$ cat src/hw/rtl/sjq_pkg.sv
package sjq_pkg;

    localparam int ID_W  = 8;
    localparam int PRI_W = 8;
    localparam int OCC_W = 5;

    typedef enum logic [1:0] {
        STAT_ADDED   = 2'd0,
        STAT_REMOVED = 2'd1,
        STAT_EMPTY   = 2'd2,
        STAT_FULL    = 2'd3
    } t_status;

    typedef enum logic {
        CMD_ADD    = 1'b0,
        CMD_REMOVE = 1'b1
    } t_cmd;

    typedef enum logic {
        ST_IDLE = 1'b0,
        ST_EXEC = 1'b1
    } t_state;

    // Commands from the controller to the datapath.
    typedef struct packed {
        logic load;   // capture the incoming word
        logic exec;   // apply the captured command to the list
    } t_ctrl;

endpackage

$ cat src/hw/rtl/sjq_ctrl.sv
module sjq_ctrl
    import sjq_pkg::*;
(
    input  logic  i_clk,
    input  logic  i_rst_n,
    input  logic  start,
    output logic  busy,
    output t_ctrl o_ctrl
);

    t_state r_state;
    t_state n_state;

    always_ff @(posedge i_clk) begin
        if (!i_rst_n) begin
            r_state <= ST_IDLE;
        end else begin
            r_state <= n_state;
        end
    end

    always_comb begin
        n_state = r_state;
        case (r_state)
            ST_IDLE: begin
                if (start) begin
                    n_state = ST_EXEC;
                end
            end
            ST_EXEC: begin
                n_state = ST_IDLE;
            end
            default: begin
                n_state = ST_IDLE;
            end
        endcase
    end

    always_comb begin
        busy        = 1'b0;
        o_ctrl.load = 1'b0;
        o_ctrl.exec = 1'b0;
        case (r_state)
            ST_IDLE: begin
                o_ctrl.load = start;
            end
            ST_EXEC: begin
                busy        = 1'b1;
                o_ctrl.exec = 1'b1;
            end
            default: begin
                busy = 1'b0;
            end
        endcase
    end

endmodule

$ cat src/hw/rtl/sjq_datapath.sv
module sjq_datapath
    import sjq_pkg::*;
#(
    parameter int CAPACITY = 16
) (
    input  logic             i_clk,
    input  logic             i_rst_n,
    input  t_ctrl            i_ctrl,
    input  logic             i_command,
    input  logic [ID_W-1:0]  i_job_id,
    input  logic [PRI_W-1:0] i_priority_req,
    output logic             o_done,
    output logic [1:0]       o_status,
    output logic [ID_W-1:0]  o_removed_id,
    output logic [PRI_W-1:0] o_removed_priority,
    output logic [OCC_W-1:0] o_occupancy
);

    localparam int CW = $clog2(CAPACITY + 1);

    // Sorted entry cells, entry 0 is the front of the queue.
    logic [ID_W-1:0]  r_ids  [CAPACITY];
    logic [PRI_W-1:0] r_pris [CAPACITY];
    logic [CW-1:0]    r_count;
    logic [CW-1:0]    n_count;

    t_cmd             r_cmd;
    logic [ID_W-1:0]  r_id;
    logic [PRI_W-1:0] r_pri;

    logic             w_full;
    logic             w_empty;
    logic             w_do_add;
    logic             w_do_remove;
    logic [CAPACITY-1:0] w_keep;

    t_status          n_status;
    logic [ID_W-1:0]  n_removed_id;
    logic [PRI_W-1:0] n_removed_priority;

    assign w_full      = (r_count == CW'(CAPACITY));
    assign w_empty     = (r_count == '0);
    assign w_do_add    = i_ctrl.exec && (r_cmd == CMD_ADD) && !w_full;
    assign w_do_remove = i_ctrl.exec && (r_cmd == CMD_REMOVE) && !w_empty;

    // A cell keeps its job on an add when it is occupied and its priority
    // is at least the new one, so equal priorities stay first in, first out.
    always_comb begin
        for (int k = 0; k < CAPACITY; k++) begin
            w_keep[k] = (CW'(k) < r_count) && (r_pris[k] >= r_pri);
        end
    end

    always_ff @(posedge i_clk) begin
        if (i_ctrl.load) begin
            r_cmd <= t_cmd'(i_command);
            r_id  <= i_job_id;
            r_pri <= i_priority_req;
        end
    end

    always_ff @(posedge i_clk) begin
        for (int k = 0; k < CAPACITY; k++) begin
            if (w_do_add && !w_keep[k]) begin
                if (k == 0 || w_keep[(k == 0) ? 0 : k - 1]) begin
                    r_ids[k]  <= r_id;
                    r_pris[k] <= r_pri;
                end else begin
                    r_ids[k]  <= r_ids[(k == 0) ? 0 : k - 1];
                    r_pris[k] <= r_pris[(k == 0) ? 0 : k - 1];
                end
            end else if (w_do_remove && k < CAPACITY - 1) begin
                r_ids[k]  <= r_ids[(k < CAPACITY - 1) ? k + 1 : k];
                r_pris[k] <= r_pris[(k < CAPACITY - 1) ? k + 1 : k];
            end
        end
    end

    always_comb begin
        n_count            = r_count;
        n_status           = STAT_ADDED;
        n_removed_id       = '0;
        n_removed_priority = '0;
        if (r_cmd == CMD_ADD) begin
            if (w_full) begin
                n_status = STAT_FULL;
            end else begin
                n_count = r_count + CW'(1);
            end
        end else begin
            if (w_empty) begin
                n_status = STAT_EMPTY;
            end else begin
                n_status           = STAT_REMOVED;
                n_removed_id       = r_ids[0];
                n_removed_priority = r_pris[0];
                n_count            = r_count - CW'(1);
            end
        end
    end

    always_ff @(posedge i_clk) begin
        if (!i_rst_n) begin
            r_count <= '0;
            o_done  <= 1'b0;
        end else begin
            o_done <= i_ctrl.exec;
            if (i_ctrl.exec) begin
                r_count <= n_count;
            end
        end
    end

    // The occupancy field carries the low bits of the job count.
    always_ff @(posedge i_clk) begin
        if (i_ctrl.exec) begin
            o_status           <= n_status;
            o_removed_id       <= n_removed_id;
            o_removed_priority <= n_removed_priority;
            o_occupancy        <= OCC_W'(n_count);
        end
    end

endmodule

$ cat src/hw/rtl/sorted_priority_job_queue_top.sv
// Channel  | Direction | Handshake              | Word fields
// ---------+-----------+------------------------+---------------------------------------------
// command  | in        | start high, busy low   | i_command, i_job_id, i_priority_req
// result   | out       | o_done for one cycle   | o_status, o_removed_id,
//          |           |                        | o_removed_priority, o_occupancy
//
// Each command word is captured at the accepting edge, and during the
// following cycle (busy high) all cells compare their priority with the
// new one in parallel and shift in one step.
// The result word is registered at the end of that busy cycle, with o_done
// high for exactly one cycle; the receiver cannot stall it.
// A new word may be accepted in the same cycle that the result is shown,
// but not while the block is busy with the previous word.
// Reset is synchronous and active low; it empties the queue at once.
module sorted_priority_job_queue_top
    import sjq_pkg::*;
#(
    parameter int CAPACITY = 16
) (
    input  logic             i_clk,
    input  logic             i_rst_n,
    input  logic             start,
    output logic             busy,
    input  logic             i_command,
    input  logic [ID_W-1:0]  i_job_id,
    input  logic [PRI_W-1:0] i_priority_req,
    output logic             o_done,
    output logic [1:0]       o_status,
    output logic [ID_W-1:0]  o_removed_id,
    output logic [PRI_W-1:0] o_removed_priority,
    output logic [OCC_W-1:0] o_occupancy
);

    t_ctrl w_ctrl;

    // The controller sequences capture and execution of each word.
    sjq_ctrl u_ctrl (
        .i_clk   (i_clk),
        .i_rst_n (i_rst_n),
        .start   (start),
        .busy    (busy),
        .o_ctrl  (w_ctrl)
    );

    // The datapath holds the sorted cells, the job count and the result
    // register.
    sjq_datapath #(
        .CAPACITY (CAPACITY)
    ) u_dp (
        .i_clk              (i_clk),
        .i_rst_n            (i_rst_n),
        .i_ctrl             (w_ctrl),
        .i_command          (i_command),
        .i_job_id           (i_job_id),
        .i_priority_req     (i_priority_req),
        .o_done             (o_done),
        .o_status           (o_status),
        .o_removed_id       (o_removed_id),
        .o_removed_priority (o_removed_priority),
        .o_occupancy        (o_occupancy)
    );

endmodule

$ cat config.mk
export PLATFORM = sky130hd
export DESIGN_NAME = sorted_priority_job_queue_top
export DESIGN_NICKNAME = d
export VERILOG_FILES = /design/src/hw/rtl/sjq_pkg.sv /design/src/hw/rtl/sjq_ctrl.sv /design/src/hw/rtl/sjq_datapath.sv /design/src/hw/rtl/sorted_priority_job_queue_top.sv
export SDC_FILE = /design/constraint.sdc
export NUM_CORES = 1
export LEC_CHECK = 0
export BUFFER_PORTS_ARGS = -buffer_cell sky130_fd_sc_hd__buf_2
export CORE_MARGIN = 4
export CORE_UTILIZATION = 57
export CTS_CLUSTER_SIZE = 16
export DETAILED_ROUTE_END_ITERATION = 10
export GPL_TIMING_DRIVEN = 1
export PLACE_DENSITY = 0.79
export RECOVER_POWER = 25
export SLEW_MARGIN = 20
export SYNTH_ARGS = -nofsm -noshare
export SYNTH_HDL_FRONTEND = slang
export SYNTH_SLANG_ARGS = --single-unit
$ cat constraint.sdc
create_clock -name i_clk -period 3.5 [get_ports i_clk]
set_input_delay 0.35 -clock i_clk [delete_from_list [all_inputs] [get_ports i_clk]]
set_output_delay 0.35 -clock i_clk [all_outputs]
set_load 0.01 [all_outputs]
[After elaboration in Yosys (flattened, before gate mapping)]
Memory sizes are Yosys's and may differ from the RTL's.
Cells that the tools add are included.
Storage, ports and cells
  register bits after elaboration: 47
  latch bits: 0
  bits in writable memories: 256
  memory bits (read-only): 0
  input port bits: 20
  output and inout port bits: 25
  logic and storage cells: 358
  memories: 2
Memory list
  u_dp.r_ids: depth 16, bits a word 8, read ports 16, clocked after memory_dff 0, wr ports 16, RTL line sjq_datapath.sv:22  | logic [ID_W-1:0] r_ids [CAPACITY];
  u_dp.r_pris: depth 16, bits a word 8, read ports 16, clocked after memory_dff 0, wr ports 16, RTL line sjq_datapath.sv:23  | logic [PRI_W-1:0] r_pris [CAPACITY];
Operators by class
  $add $sub $neg: 2
  multipliers: 0
  divide/modulo/power cells: 0
  order comparisons: 32
  eq/ne operators: 1
  shift operators: 0
  mux-type cells: 193
  bitwise logic cells: 62
  reduce and logical (&&, ||, !) cells: 56
Operators by type and width (number)
  8-bit 2-to-1 mux: 60
  8-bit greater-or-equal comparator: 16
  1-bit 2-to-1 mux: 126
  1-bit OR: 60
  4-bit by 5-bit less-than comparator with 1-bit output (first input constant): 8
  1-bit logical AND: 36
  3-bit by 5-bit less-than comparator with 1-bit output (first input constant): 4
  1-bit zero test: 18
  5-bit 2-to-1 mux: 3
  1-bit by 5-bit less-than comparator with 1-bit output (first input constant): 2
  2-bit by 5-bit less-than comparator with 1-bit output (first input constant): 2
  2-bit 2-to-1 mux: 3
  5-bit by 1-bit adder with 5-bit output (second input constant): 1
  5-bit == test (second input constant): 1
  5-bit zero test: 1
  5-bit by 1-bit subtractor with 5-bit output (second input constant): 1
  1-bit NOT: 2
  1-bit case mux with 2 select lines: 1
  2-bit OR reduction: 1

[Depth between registers and ports, before layout]
Gate-level depths: netlist (run 1).
  depth in word-level cells: 8
  depth in mapped cells: 12
  gate-level depth less buffers: 8

[Cells and area by module]
A second synthesis (run 1) with hierarchy kept.
Second synthesis, totals
  cell total of the unflattened synthesis: 1441
  area, all modules: 16946.3 um2
By module, submodules not included
  sjq_datapath: instances 1, cells an instance 1436, area an instance 16896.2 um2, sequential area each 9008.6 um2
  sjq_ctrl: instances 1, cells an instance 5, area an instance 50.0 um2, sequential area each 20.0 um2

[Least setup slack after synthesis (run 1)]
No wires, ideal clock.
  path kind: register to register
  start: reg u_dp.r_pri[0]
  end: mem u_dp.r_ids[15][0] (netlist: u_dp.r_ids[1][56]) (data pin)
  arrival time: 3.225 ns
  required time: 3.240 ns
  setup slack: 0.015 ns
  stages on the path, launching flop included: 9
  path buffers: 1
  clock period less this slack: 3.485 ns
  cell sequence: edfxtp_1 ha_1 nand2b_1 a21o_1 a211o_1 a21oi_1 nand2_2 buf_2 mux2_2
RTL lines
  start, declared: RTL line sjq_datapath.sv:29  | logic [PRI_W-1:0] r_pri;
  start signal, assigned: RTL line sjq_datapath.sv:58  | r_pri <= i_priority_req;
  end, declared: RTL line sjq_datapath.sv:22

==> results of run 1 <==
[layout by cell type, fill, tap and decap left out, types with 10 or more instances in the layout]
cell type and count:
o221ai_2 10, dlygate4sd3_1 17, and3_1 18, and2_1 15, nor2_1 51, nand2_1 164
clkbuf_16 31, a22oi_1 17, inv_1 99, buf_2 15, o21ai_0 39, buf_4 59
o221ai_1 84, mux2_2 16, a211o_1 10, o31ai_1 17, nand2b_1 21, edfxtp_1 296
nor3_1 19, nand3_1 33, ha_1 132, a211oi_1 14, clkbuf_1 40, a21oi_1 78
a221o_1 116
[registers in the layout, summed over array words and instances, names as in the netlist]
| register | cells |
|---|---|
| u_ctrl.r_state | 1 |
| u_dp.o_done | 1 |
| u_dp.o_occupancy | 5 |
| u_dp.o_removed_id | 8 |
| u_dp.o_removed_priority | 8 |
| u_dp.o_status | 2 |
| u_dp.r_cmd | 1 |
| u_dp.r_count | 5 |
| u_dp.r_id | 8 |
| u_dp.r_ids | 128 |
| u_dp.r_pri | 8 |
| u_dp.r_pris | 128 |
[repair_timing]
| action | CTS | global route |
|---|---|---|
| resized for setup | 0 | 1 |
| endpoints found under the setup margin | 0 | 1 |
| endpoints found under the hold margin | 16 | 1 |
| hold buffers | 16 | 1 |
[worst max-delay path by stage]
stage,slack [ns],cells after the start,to,startpoint
6_report,0.22,7,u_dp.r_ids[0][8],u_dp.r_count[0]
5_1_grt,0.08,7,u_dp.r_pris[0][15],u_dp.r_count[0]
4_1_cts,0.30,8,u_dp.r_ids[1][10],u_dp.r_pri[0]
2_1_floorplan,0.02,8,u_dp.r_ids[1][56],u_dp.r_pri[0]
3_3_place_gp,0.47,9,u_dp.r_pris[1][17],u_dp.r_pri[5]
3_5_place_dp,0.30,9,u_dp.r_pris[1][18],u_dp.r_pri[5]
[cell type report]
class                      instances  area share
timing repair buffer             132      0.0478
tap                              390      0.0256
clock buffer                      37      0.0419
inverter                          99      0.0195
multi-input combinational        961       0.379
clock inverter                    17      0.0125
sequential                       303       0.474
[critical path: cells and delay by family, from the launching register on]
kind	cells	cell delay [ns]
fa+ha+maj	1	0.33
flops	1	0.32
compound gates	2	0.74
simple gates	2	0.86
buf+inv	2	0.75
[per-layer routing]
| metal | up-vias | wire length, um | global-route usage |
|---|---|---|---|
| li1 | 5904 | - | - |
| met1 | 6482 | 19400 | 0.392 |
| met2 | 701 | 22200 | 0.448 |
| met3 | 102 | 3590 | 0.0323 |
| met4 | 0 | 1670 | 0.0940 |
| met5 | - | 0 | 0 |
[logic make-up after synthesis]
logic type	after synthesis	synth area share
fa+ha+maj	132	0.0964
buf+inv	195	0.0535
xor+xnor	6	0.00307
mux	22	0.0141
compound gates	441	0.208
simple gates	360	0.0981
flops	303	0.527
[power by group]
| group | internal (mW) | switching, mW | total, mW |
|---|---|---|---|
| sequential | 4.36 | 0.189 | 4.55 |
| clock | 2.05 | 1.41 | 3.47 |
| combinational | 0.581 | 0.933 | 1.51 |
| total | 7.00 | 2.54 | 9.53 |
[through the flow]
step | utilization | instances | total power, mW
3_3_place_gp | 0.604 | 1868 | 6.02
4_1_cts | 0.645 | 1938 | 9.53
5_1_grt | 0.643 | 1939 | 9.86
3_5_place_dp | 0.604 | 1868 | 6.09
2_1_floorplan | - | 1459 | 5.59
6_report | 0.643 | 1939 | 9.53
==> impl_metrics.env, run 1 <==
export IMPL_status="complete, but fails checks"
export IMPL_violations="capacitance limit, slew limit"
export IMPL_slowest_delay_ns=0.49
export IMPL_rsz0062_at_grt="false"
export IMPL_r2r_start="u_dp.r_count[0]"
export IMPL_hold_viol=0
export IMPL_place_ws_ns=0.302
export IMPL_clkLatencyLatePin_ns=0.58
export IMPL_setup_viol=0
export IMPL_ys_flop_type="edfxtp_1"
export IMPL_io_pins=45
export IMPL_viasPerCell=6.80
export IMPL_critPathLaunchType="register"
export IMPL_hpwl_mm=34.5
export IMPL_maxSlewHeadroom=-0.478
export IMPL_crit_required_ns=3.82
export IMPL_drv_slew=19
export IMPL_row_count=63
export IMPL_syn2layout_area_growth_pct=11.2
export IMPL_min_path_type="input pin to register"
export IMPL_yosysSeqAreaShare=0.527
export IMPL_p_leak_nw=7.21
export IMPL_hold_path_depth=2
export IMPL_clk_pin_slew_worst_paths_ns=0.06
export IMPL_die_w_um=181
export IMPL_drc=0
export IMPL_yosysTopAreaCellShare=0.519
export IMPL_whs_ns=0.0706
export IMPL_diodes=0
export IMPL_cts_buffers=31
export IMPL_peakVddDrop_mv=0.390
export IMPL_cp_cell_sequence="inv_1 > ha_1 > or3b_1 > o21a_1 > and2_2 > clkbuf_2 > a221o_1"
export IMPL_fill_cells=2302
export IMPL_fin_worst_skew_ns=0.0132
export IMPL_clkSinkCount=303
export IMPL_gr_total_overflow=0
export IMPL_htreeDepth=1
export IMPL_synth_edff_count=296
export IMPL_crit_type="register to register"
export IMPL_endpoint_kind="register"
export IMPL_synth_area_um2=17100
export IMPL_via_count=13200
export IMPL_wl_per_cell_um=24.2
export IMPL_track_usage=0.277
export IMPL_setup_tns_ns=0
export IMPL_powerDensity_nw_per_um2=500
export IMPL_postRouteWirelength_mm=46.9
export IMPL_start_util=0.578
export IMPL_drive_above_1_share=0.112
export IMPL_cts_root_buf="clkbuf_16"
export IMPL_place_gp_congestion=0.944
export IMPL_post_cts_buffers=0
export IMPL_yosysMostFrequentCell="edfxtp_1"
export IMPL_ys_types=68
export IMPL_hold_path_startpoint="i_rst_n"
export IMPL_max_freq_mhz=305
export IMPL_min_period_ns=3.28
export IMPL_detail_route_antenna_nets=0
export IMPL_synth_area_leaders="edfxtp_1 (52%), ha_1 (9.6%), a221o_1 (6.8%), o221ai_1 (4.3%), nand2_1 (3.6%)"
export IMPL_reg2regPathDepth=7
export IMPL_die_area_um2=32900
export IMPL_port_buffers=44
export IMPL_nets=1680
export IMPL_grt_pass1_vias=12800
export IMPL_grt_max_degree=63
export IMPL_grt_pass1_wl_mm=73.1
export IMPL_holdPathEnd="u_dp.r_count[1]"
export IMPL_cap_violations=1
export IMPL_ys_ff_latch=303
export IMPL_drt_iter0_drc=1759
export IMPL_placed_area_um2=17900
export IMPL_cts_tree="yes"
export IMPL_r2r_slack_ns=0.22
export IMPL_syn_nets=1611
export IMPL_die_height_um=181
export IMPL_finalInstanceArea_um2=19100
export IMPL_ff_latch_area_um2=9030
export IMPL_yosysWarnings=0
export IMPL_synth_area_per_cell_um2=11.7
export IMPL_arrival_ns=3.59
export IMPL_dr_pass1_iters=6
export IMPL_postSynthCellCount=1459
export IMPL_core_um2=29600
export IMPL_multi_input_area_um2=7220
export IMPL_worst_path_max_delay_cell="a221o_1"
export IMPL_synthArstFlopShare=0
export IMPL_clockBufferDepth=3
export IMPL_fin_crit_sh=0.937
export IMPL_r2r_end="u_dp.r_ids[0][8]"
export IMPL_critPathMaxFanout=30
export IMPL_tightest_slew_ns=2.21
export IMPL_layout_setup_ws_ns=0.222
export IMPL_synth_area_leader_cell="edfxtp_1"
export IMPL_antenna_found_initial=0
export IMPL_netlist_top_cells_count="edfxtp_1 (296), nand2_1 (164), ha_1 (132), a221o_1 (116), inv_1 (99)"
No activity file was read; power rests on OpenSTA's default activity.
==> run 2, diff against run 1 <==
--- a/config.mk
+++ b/config.mk
@@ -6,8 +6,10 @@
 export NUM_CORES = 1
 export LEC_CHECK = 0
 export BUFFER_PORTS_ARGS = -buffer_cell sky130_fd_sc_hd__buf_2
+export CELL_PAD_IN_SITES_DETAIL_PLACEMENT = 1
+export CELL_PAD_IN_SITES_GLOBAL_PLACEMENT = 1
 export CORE_MARGIN = 4
-export CORE_UTILIZATION = 57
+export CORE_UTILIZATION = 47
 export CTS_CLUSTER_SIZE = 16
 export DETAILED_ROUTE_END_ITERATION = 10
 export GPL_TIMING_DRIVEN = 1
==> run 2 against run 1 <==
Against the previous run:
- the run still ends with capacitance limit, slew limit left
- non-clock buffer count increased by 17
- wire length rose by 28%
- sequential share of layout area down 0.89 points
- power up 4.3%
- maximum frequency barely moved
- via count rose by 5.7%
- clock power rose by 6.6%
- flip-flop and latch count did not move
- utilization shrank 10 points
- clock-buffer cell count is 7 higher
- first-iteration DRC count decreased by 9.6%
- highest routed layer unchanged
- critical endpoint is now u_dp.r_ids[1][29]
- register-to-register slack is essentially flat
==> impl_metrics.env, run 2 (synthesized netlist as in run 1, its figures left out) <==
export IMPL_setup_viol=0
export IMPL_cts_tree="yes"
export IMPL_start_util=0.479
export IMPL_top_regs="u_dp.r_ids (128), u_dp.r_pris (128)"
export IMPL_powerDensity_nw_per_um2=512
export IMPL_hold_viol=0
export IMPL_r2r_slack_ns=0.22
export IMPL_fill_cells=3704
export IMPL_htreeDepth=2
export IMPL_maxSlewHeadroom=-0.111
export IMPL_slowest_delay_ns=0.47
export IMPL_clk_pin_slew_worst_paths_ns=0.06
export IMPL_viasPerCell=6.84
export IMPL_grt_pass1_vias=14400
export IMPL_cp_startpoint="u_dp.r_count[0]"
export IMPL_cts_resized=0
export IMPL_wl_per_cell_um=29.5
export IMPL_cp_cell_sequence="inv_1 > ha_1 > or3b_1 > o21a_1 > nand2_1 > buf_4 > o21ai_1 > buf_4 > o221ai_1"
export IMPL_drv_slew=19
export IMPL_crit_path_frequent_cell="buf_4"
export IMPL_grt_pass1_wl_mm=90.3
export IMPL_nets=1702
export IMPL_final_cell_mix="edfxtp_1 (296), nand2_1 (164), ha_1 (132), a221o_1 (116), inv_1 (99)"
export IMPL_grt_max_degree=69
export IMPL_grt_use_met2=0.503
export IMPL_setup_tns_ns=0
export IMPL_track_usage=0.302
export IMPL_final_common_cell="edfxtp_1"
export IMPL_die_height_um=199
export IMPL_row_count=69
export IMPL_status="complete, but fails checks"
export IMPL_place_gp_congestion=0.907
export IMPL_cts_root_buf="clkbuf_16"
export IMPL_via_count=13900
export IMPL_tightest_slew_ns=1.67
export IMPL_core_um2=35700
export IMPL_dr_pass1_iters=6
export IMPL_rsz0062_at_grt="false"
export IMPL_arrival_ns=3.63
export IMPL_endpoint="u_dp.r_ids[1][29]"
export IMPL_hpwl_mm=42.4
export IMPL_whs_ns=0.100
export IMPL_critPathMaxFanout=35
export IMPL_fin_worst_skew_ns=0.0192
export IMPL_finalPower_mw=9.94
export IMPL_cap_violations=1
export IMPL_cts_buffers=36
export IMPL_min_period_ns=3.28
export IMPL_worst_path_max_delay_cell="or3b_1"
export IMPL_peakVddDrop_mv=0.376
export IMPL_crit_required_ns=3.85
export IMPL_port_buffers=44
export IMPL_gr_usage_met3=0.0552
export IMPL_clockBufferDepth=3
export IMPL_gr_usage_met1=0.384
export IMPL_clkLatencyLatePin_ns=0.55
export IMPL_drive_above_1_share=0.128
export IMPL_fin_crit_sh=0.937
export IMPL_die_w_um=199
export IMPL_critPathLaunchType="register"
export IMPL_die_area_um2=39600
export IMPL_drt_iter0_drc=1591
export IMPL_r2r_start="u_dp.r_count[0]"
export IMPL_max_freq_mhz=305
export IMPL_reg2regPathDepth=9
export IMPL_postRouteWirelength_mm=60.1
export IMPL_endpoint_kind="register"
export IMPL_p_leak_nw=7.38
export IMPL_clkSinkCount=303
export IMPL_violations="capacitance limit, slew limit"
export IMPL_min_path_type="input pin to register"
export IMPL_antenna_found_initial=0
export IMPL_drc=0
export IMPL_gr_total_overflow=0
export IMPL_io_pins=45
export IMPL_syn2layout_area_growth_pct=13.3
export IMPL_crit_type="register to register"
export IMPL_grt_busiest_layer="met2"
export IMPL_r2r_end="u_dp.r_ids[1][29]"
export IMPL_detail_route_antenna_nets=0
## run 2: changes by cell type in the layout (fill, tap and decap cells not counted), moves of 2 or more
cell / previous run / this run
clkinv_1: 5 / 10
clkbuf_16: 31 / 38
buf_4: 59 / 77
o21ai_1: 3 / 6
dlygate4sd3_1: 17 / 12
and2_1: 15 / 10
clkinv_2: 3 / 6
buf_12: 4 / 9
bufinv_16: 6 / 2
o21ai_0: 39 / 37
and2_0: 9 / 14
## run 2: through the flow
| step | util | worst slack [ns] | cell area, um^2 | instances |
|---|---|---|---|---|
| 2_1_floorplan | - | 0.0151 | 17100 | 1459 |
| 3_3_place_gp | 0.510 | 0.385 | 18200 | 1960 |
| 3_5_place_dp | 0.510 | 0.227 | 18200 | 1960 |
| 4_1_cts | 0.545 | 0.198 | 19500 | 2037 |
| 5_1_grt | 0.543 | 0.0968 | 19400 | 2038 |
| 6_report | 0.543 | 0.220 | 19400 | 2039 |
## run 2: worst min-delay path by stage
stage	start	end	slack, ns	depth (start not counted)
after floorplan	i_command	u_dp.r_cmd	0.45	0
after global placement	i_job_id[4]	u_dp.r_id[4]	0.53	1
after detailed placement	i_job_id[5]	u_dp.r_id[5]	0.53	1
after CTS	i_priority_req[3]	u_dp.r_pri[3]	0.03	1
after global routing	i_priority_req[3]	u_dp.r_pri[3]	0.09	1
final	i_rst_n	u_ctrl.r_state	0.10	2
## run 2: layer usage
layer / up-vias / routed length (um)
met5: - / 0
met4: 0 / 3140
met3: 198 / 4850
met2: 711 / 28900
met1: 7070 / 23300
li1: 5960 / -
## run 2: where the power goes
part / internal (mW) / switching [mW] / total [mW]
registers: 4.36 / 0.221 / 4.58
logic: 0.622 / 1.04 / 1.66
clock network: 2.13 / 1.57 / 3.70
total: 7.11 / 2.83 / 9.94
## run 2: critical path, delay by kind of cell, from the launching register on
| kind | cells | cell delay, ns |
|---|---|---|
| compound gates | 3 | 0.78 |
| simple gates | 2 | 0.62 |
| buf+inv | 3 | 1.03 |
| flops | 1 | 0.32 |
| fa+ha+maj | 1 | 0.31 |
## run 2: final cells by class
| type | count | area [um^2] | share of cell area |
|---|---|---|---|
| flip-flops and latches | 303 | 9030 | 0.465 |
| multi-input cells | 961 | 7210 | 0.371 |
| repair buffers | 149 | 1100 | 0.0566 |
| clock buffers | 44 | 973 | 0.0501 |
| well taps | 461 | 577 | 0.0297 |
| inverters | 99 | 372 | 0.0191 |
| clock inverters | 21 | 160 | 0.00825 |
| diodes | 1 | 2.50 | 0.000129 |
## run 2: timing repair
item	in CTS	in global routing
endpoints found under the setup margin	0	0
hold buffers	12	0
endpoints found under the hold margin	12	0
buffers inserted	0	0
==> run 3, diff against run 2 <==
--- a/config.mk
+++ b/config.mk
@@ -5,15 +5,17 @@
 export SDC_FILE = /design/constraint.sdc
 export NUM_CORES = 1
 export LEC_CHECK = 0
+export ABC_AREA = 1
 export BUFFER_PORTS_ARGS = -buffer_cell sky130_fd_sc_hd__buf_2
 export CELL_PAD_IN_SITES_DETAIL_PLACEMENT = 1
 export CELL_PAD_IN_SITES_GLOBAL_PLACEMENT = 1
+export CORE_ASPECT_RATIO = 1.4
 export CORE_MARGIN = 4
-export CORE_UTILIZATION = 47
+export CORE_UTILIZATION = 45
 export CTS_CLUSTER_SIZE = 16
 export DETAILED_ROUTE_END_ITERATION = 10
 export GPL_TIMING_DRIVEN = 1
-export PLACE_DENSITY = 0.79
+export PLACE_DENSITY = 0.8
 export RECOVER_POWER = 25
 export SLEW_MARGIN = 20
 export SYNTH_ARGS = -nofsm -noshare
==> run 3 against run 2 <==
Against the previous run:
- the flow now finishes without violations
- clock skew grew 0.0067 ns
- global-route usage down 3.9 points
- design area up 4.7%
- first-iteration DRC count down 24%
- combinational power down 9%
- non-clock buffer count is 30 lower
- flip-flop and latch count is the same
- critical path type unchanged
==> impl_metrics.env, run 3 <==
export IMPL_status="complete, no violations"
export IMPL_setup_tns_ns=0
export IMPL_synth_edff_count=296
export IMPL_io_pins=45
export IMPL_via_count=15900
export IMPL_yosysTopAreaCellShare=0.478
export IMPL_postRouteWirelength_mm=60.1
export IMPL_clkLatencyLatePin_ns=0.53
export IMPL_ys_flop_type="edfxtp_1"
export IMPL_diodes=0
export IMPL_whs_ns=0.0245
export IMPL_p_sw_mw=2.72
export IMPL_yosysSeqAreaShare=0.486
export IMPL_core_um2=40600
export IMPL_endpoint_kind="register"
export IMPL_yosysMostFrequentCell="nand2_1"
export IMPL_htreeDepth=2
export IMPL_p_sw_frac=0.283
export IMPL_hpwl_mm=43.9
export IMPL_p_clk_frac=0.378
export IMPL_cts_resized=0
export IMPL_synth_area_um2=18600
export IMPL_crit_required_ns=3.78
export IMPL_intPower_mw=6.89
export IMPL_detail_route_antenna_nets=0
export IMPL_clkSinkCount=303
export IMPL_cts_buffers=35
export IMPL_layout_setup_ws_ns=0.452
export IMPL_grt_pass1_wl_mm=93.5
export IMPL_antenna_found_initial=0
export IMPL_viasPerCell=5.96
export IMPL_yosysWarnings=0
export IMPL_critPathLaunchType="register"
export IMPL_maxSlewHeadroom=0.0176
export IMPL_row_count=87
export IMPL_drt_iter0_drc=1202
export IMPL_post_cts_buffers=0
export IMPL_final_cell_mix="nand2_1 (668), nand3_1 (306), edfxtp_1 (296), nand4_1 (171), ha_1 (132)"
export IMPL_die_height_um=248
export IMPL_place_ws_ns=0.551
export IMPL_max_freq_mhz=328
export IMPL_setup_viol=0
export IMPL_ys_types=43
export IMPL_p_comb_frac=0.157
export IMPL_cts_root_buf="clkbuf_16"
export IMPL_hold_viol=0
export IMPL_synthArstFlopShare=0
export IMPL_synth_area_leader_cell="edfxtp_1"
export IMPL_place_gp_congestion=0.920
export IMPL_gr_total_overflow=0
export IMPL_grt_pass1_vias=16100
export IMPL_top_regs="u_dp.r_ids (128), u_dp.r_pris (128)"
export IMPL_netlist_top_cells_count="nand2_1 (666), nand3_1 (305), edfxtp_1 (296), nand4_1 (171), ha_1 (132)"
export IMPL_port_buffers=44
export IMPL_arrival_ns=3.33
export IMPL_min_path_type="input pin to register"
export IMPL_die_w_um=180
export IMPL_nets=2258
export IMPL_drv_slew=0
export IMPL_final_common_cell="nand2_1"
export IMPL_drive_above_1_share=0.0790
export IMPL_rsz0062_at_grt="false"
export IMPL_crit_type="register to register"
export IMPL_drc=0
export IMPL_die_area_um2=44700
export IMPL_track_usage=0.263
export IMPL_synth_area_leaders="edfxtp_1 (48%), nand2_1 (13%), ha_1 (8.9%), nand3_1 (8.2%), nand4_1 (5.8%)"
export IMPL_fin_worst_skew_ns=0.0258
export IMPL_wl_per_cell_um=22.6
export IMPL_fin_util=0.501
export IMPL_postSynthCellCount=2082
export IMPL_tightest_slew_ns=1.47
export IMPL_start_util=0.458
export IMPL_syn_nets=2234
export IMPL_powerDensity_nw_per_um2=473
export IMPL_fill_cells=4687
export IMPL_placed_area_um2=19200
export IMPL_clockBufferDepth=3
export IMPL_dr_pass1_iters=5
export IMPL_fin_crit_sh=0.871
export IMPL_peakVddDrop_mv=0.371
export IMPL_min_period_ns=3.05
export IMPL_critPathMaxFanout=39
export IMPL_p_leak_nw=8.45
export IMPL_grt_max_degree=116
export IMPL_ys_ff_latch=303
export IMPL_finalInstanceArea_um2=20300
export IMPL_clk_pin_slew_worst_paths_ns=0.06
export IMPL_cap_violations=0
export IMPL_seq_power_share=0.466
export IMPL_cts_tree="yes"
export IMPL_synth_area_per_cell_um2=8.93
export IMPL_syn2layout_area_growth_pct=9.45
[run 3: cells by family after synthesis]
| logic type | Yosys count | synth area share |
|---|---|---|
| xor gates and xnor gates | 3 | 0.00141 |
| AOI/OAI and AO/OA | 138 | 0.0407 |
| DFF | 303 | 0.486 |
| and+or+nand+nor | 1244 | 0.313 |
| buffers and inverters | 262 | 0.0702 |
| adders and majority gates | 132 | 0.0889 |
[run 3: power groups by stage]
stage | logic (mW) | registers [mW] | clock network, mW
6_report | 1.51 | 4.48 | 3.63
2_1_floorplan | 1.04 | 4.47 | 0
5_1_grt | 1.69 | 4.49 | 3.82
4_1_cts | 1.52 | 4.47 | 3.69
3_3_place_gp | 1.40 | 4.53 | 0
3_5_place_dp | 1.49 | 4.54 | 0
[run 3: final cells by class]
class	count	area, um^2	share of cell area
sequential	303	9030	0.444
clock buffer	44	910	0.0447
tap	534	668	0.0329
clock inverter	14	170	0.00837
inverter	130	502	0.0247
timing repair buffer	119	831	0.0408
multi-input combinational	1517	8230	0.405
[run 3: through the flow]
stage	total power, mW	instances
6_report	9.61	2661
5_1_grt	10.0	2661
4_1_cts	9.67	2661
3_5_place_dp	6.03	2588
3_3_place_gp	5.93	2588
2_1_floorplan	5.51	2082
[run 3: final timing paths]
| kind | start | to | slack, ns | depth (start not counted) |
|---|---|---|---|---|
| worst min register to register | u_dp.r_ids[1][59] | u_dp.r_ids[1][51] | 0.52 | 2 |
| worst min-delay path | i_rst_n | u_dp.o_done | 0.02 | 3 |
| worst max-delay path | u_dp.r_count[1] | u_dp.r_pris[0][21] | 0.45 | 12 |
| worst max register to register | u_dp.r_count[1] | u_dp.r_pris[0][21] | 0.45 | 12 |
[run 3: critical path, cell delays in order, from the launching register on]
cell        delay, ns
dfxtp_1          0.50
inv_1            0.18
ha_1             0.24
nand3_1          0.11
o21ai_2          0.06
clkinvlp_2       0.20
nand2_8          0.12
inv_6            0.30
buf_12           0.26
buf_4            0.21
nand3_2          0.31
nand2_1          0.18
nand3_1          0.08
[run 3: per-layer routing]
| metal | share of wire | GRT usage | up-vias |
|---|---|---|---|
| li1 | - | - | 7333 |
| met5 | 0 | 0 | - |
| met4 | 0.050 | 0.116 | 0 |
| met2 | 0.49 | 0.450 | 547 |
| met1 | 0.40 | 0.333 | 7833 |
| met3 | 0.058 | 0.0357 | 137 |
[run 3: timing repair]
action | 4_1_cts | 5_1_grt
hold endpoints to repair | 15 | 0
setup endpoints to repair | 0 | 0
hold buffers | 15 | 0
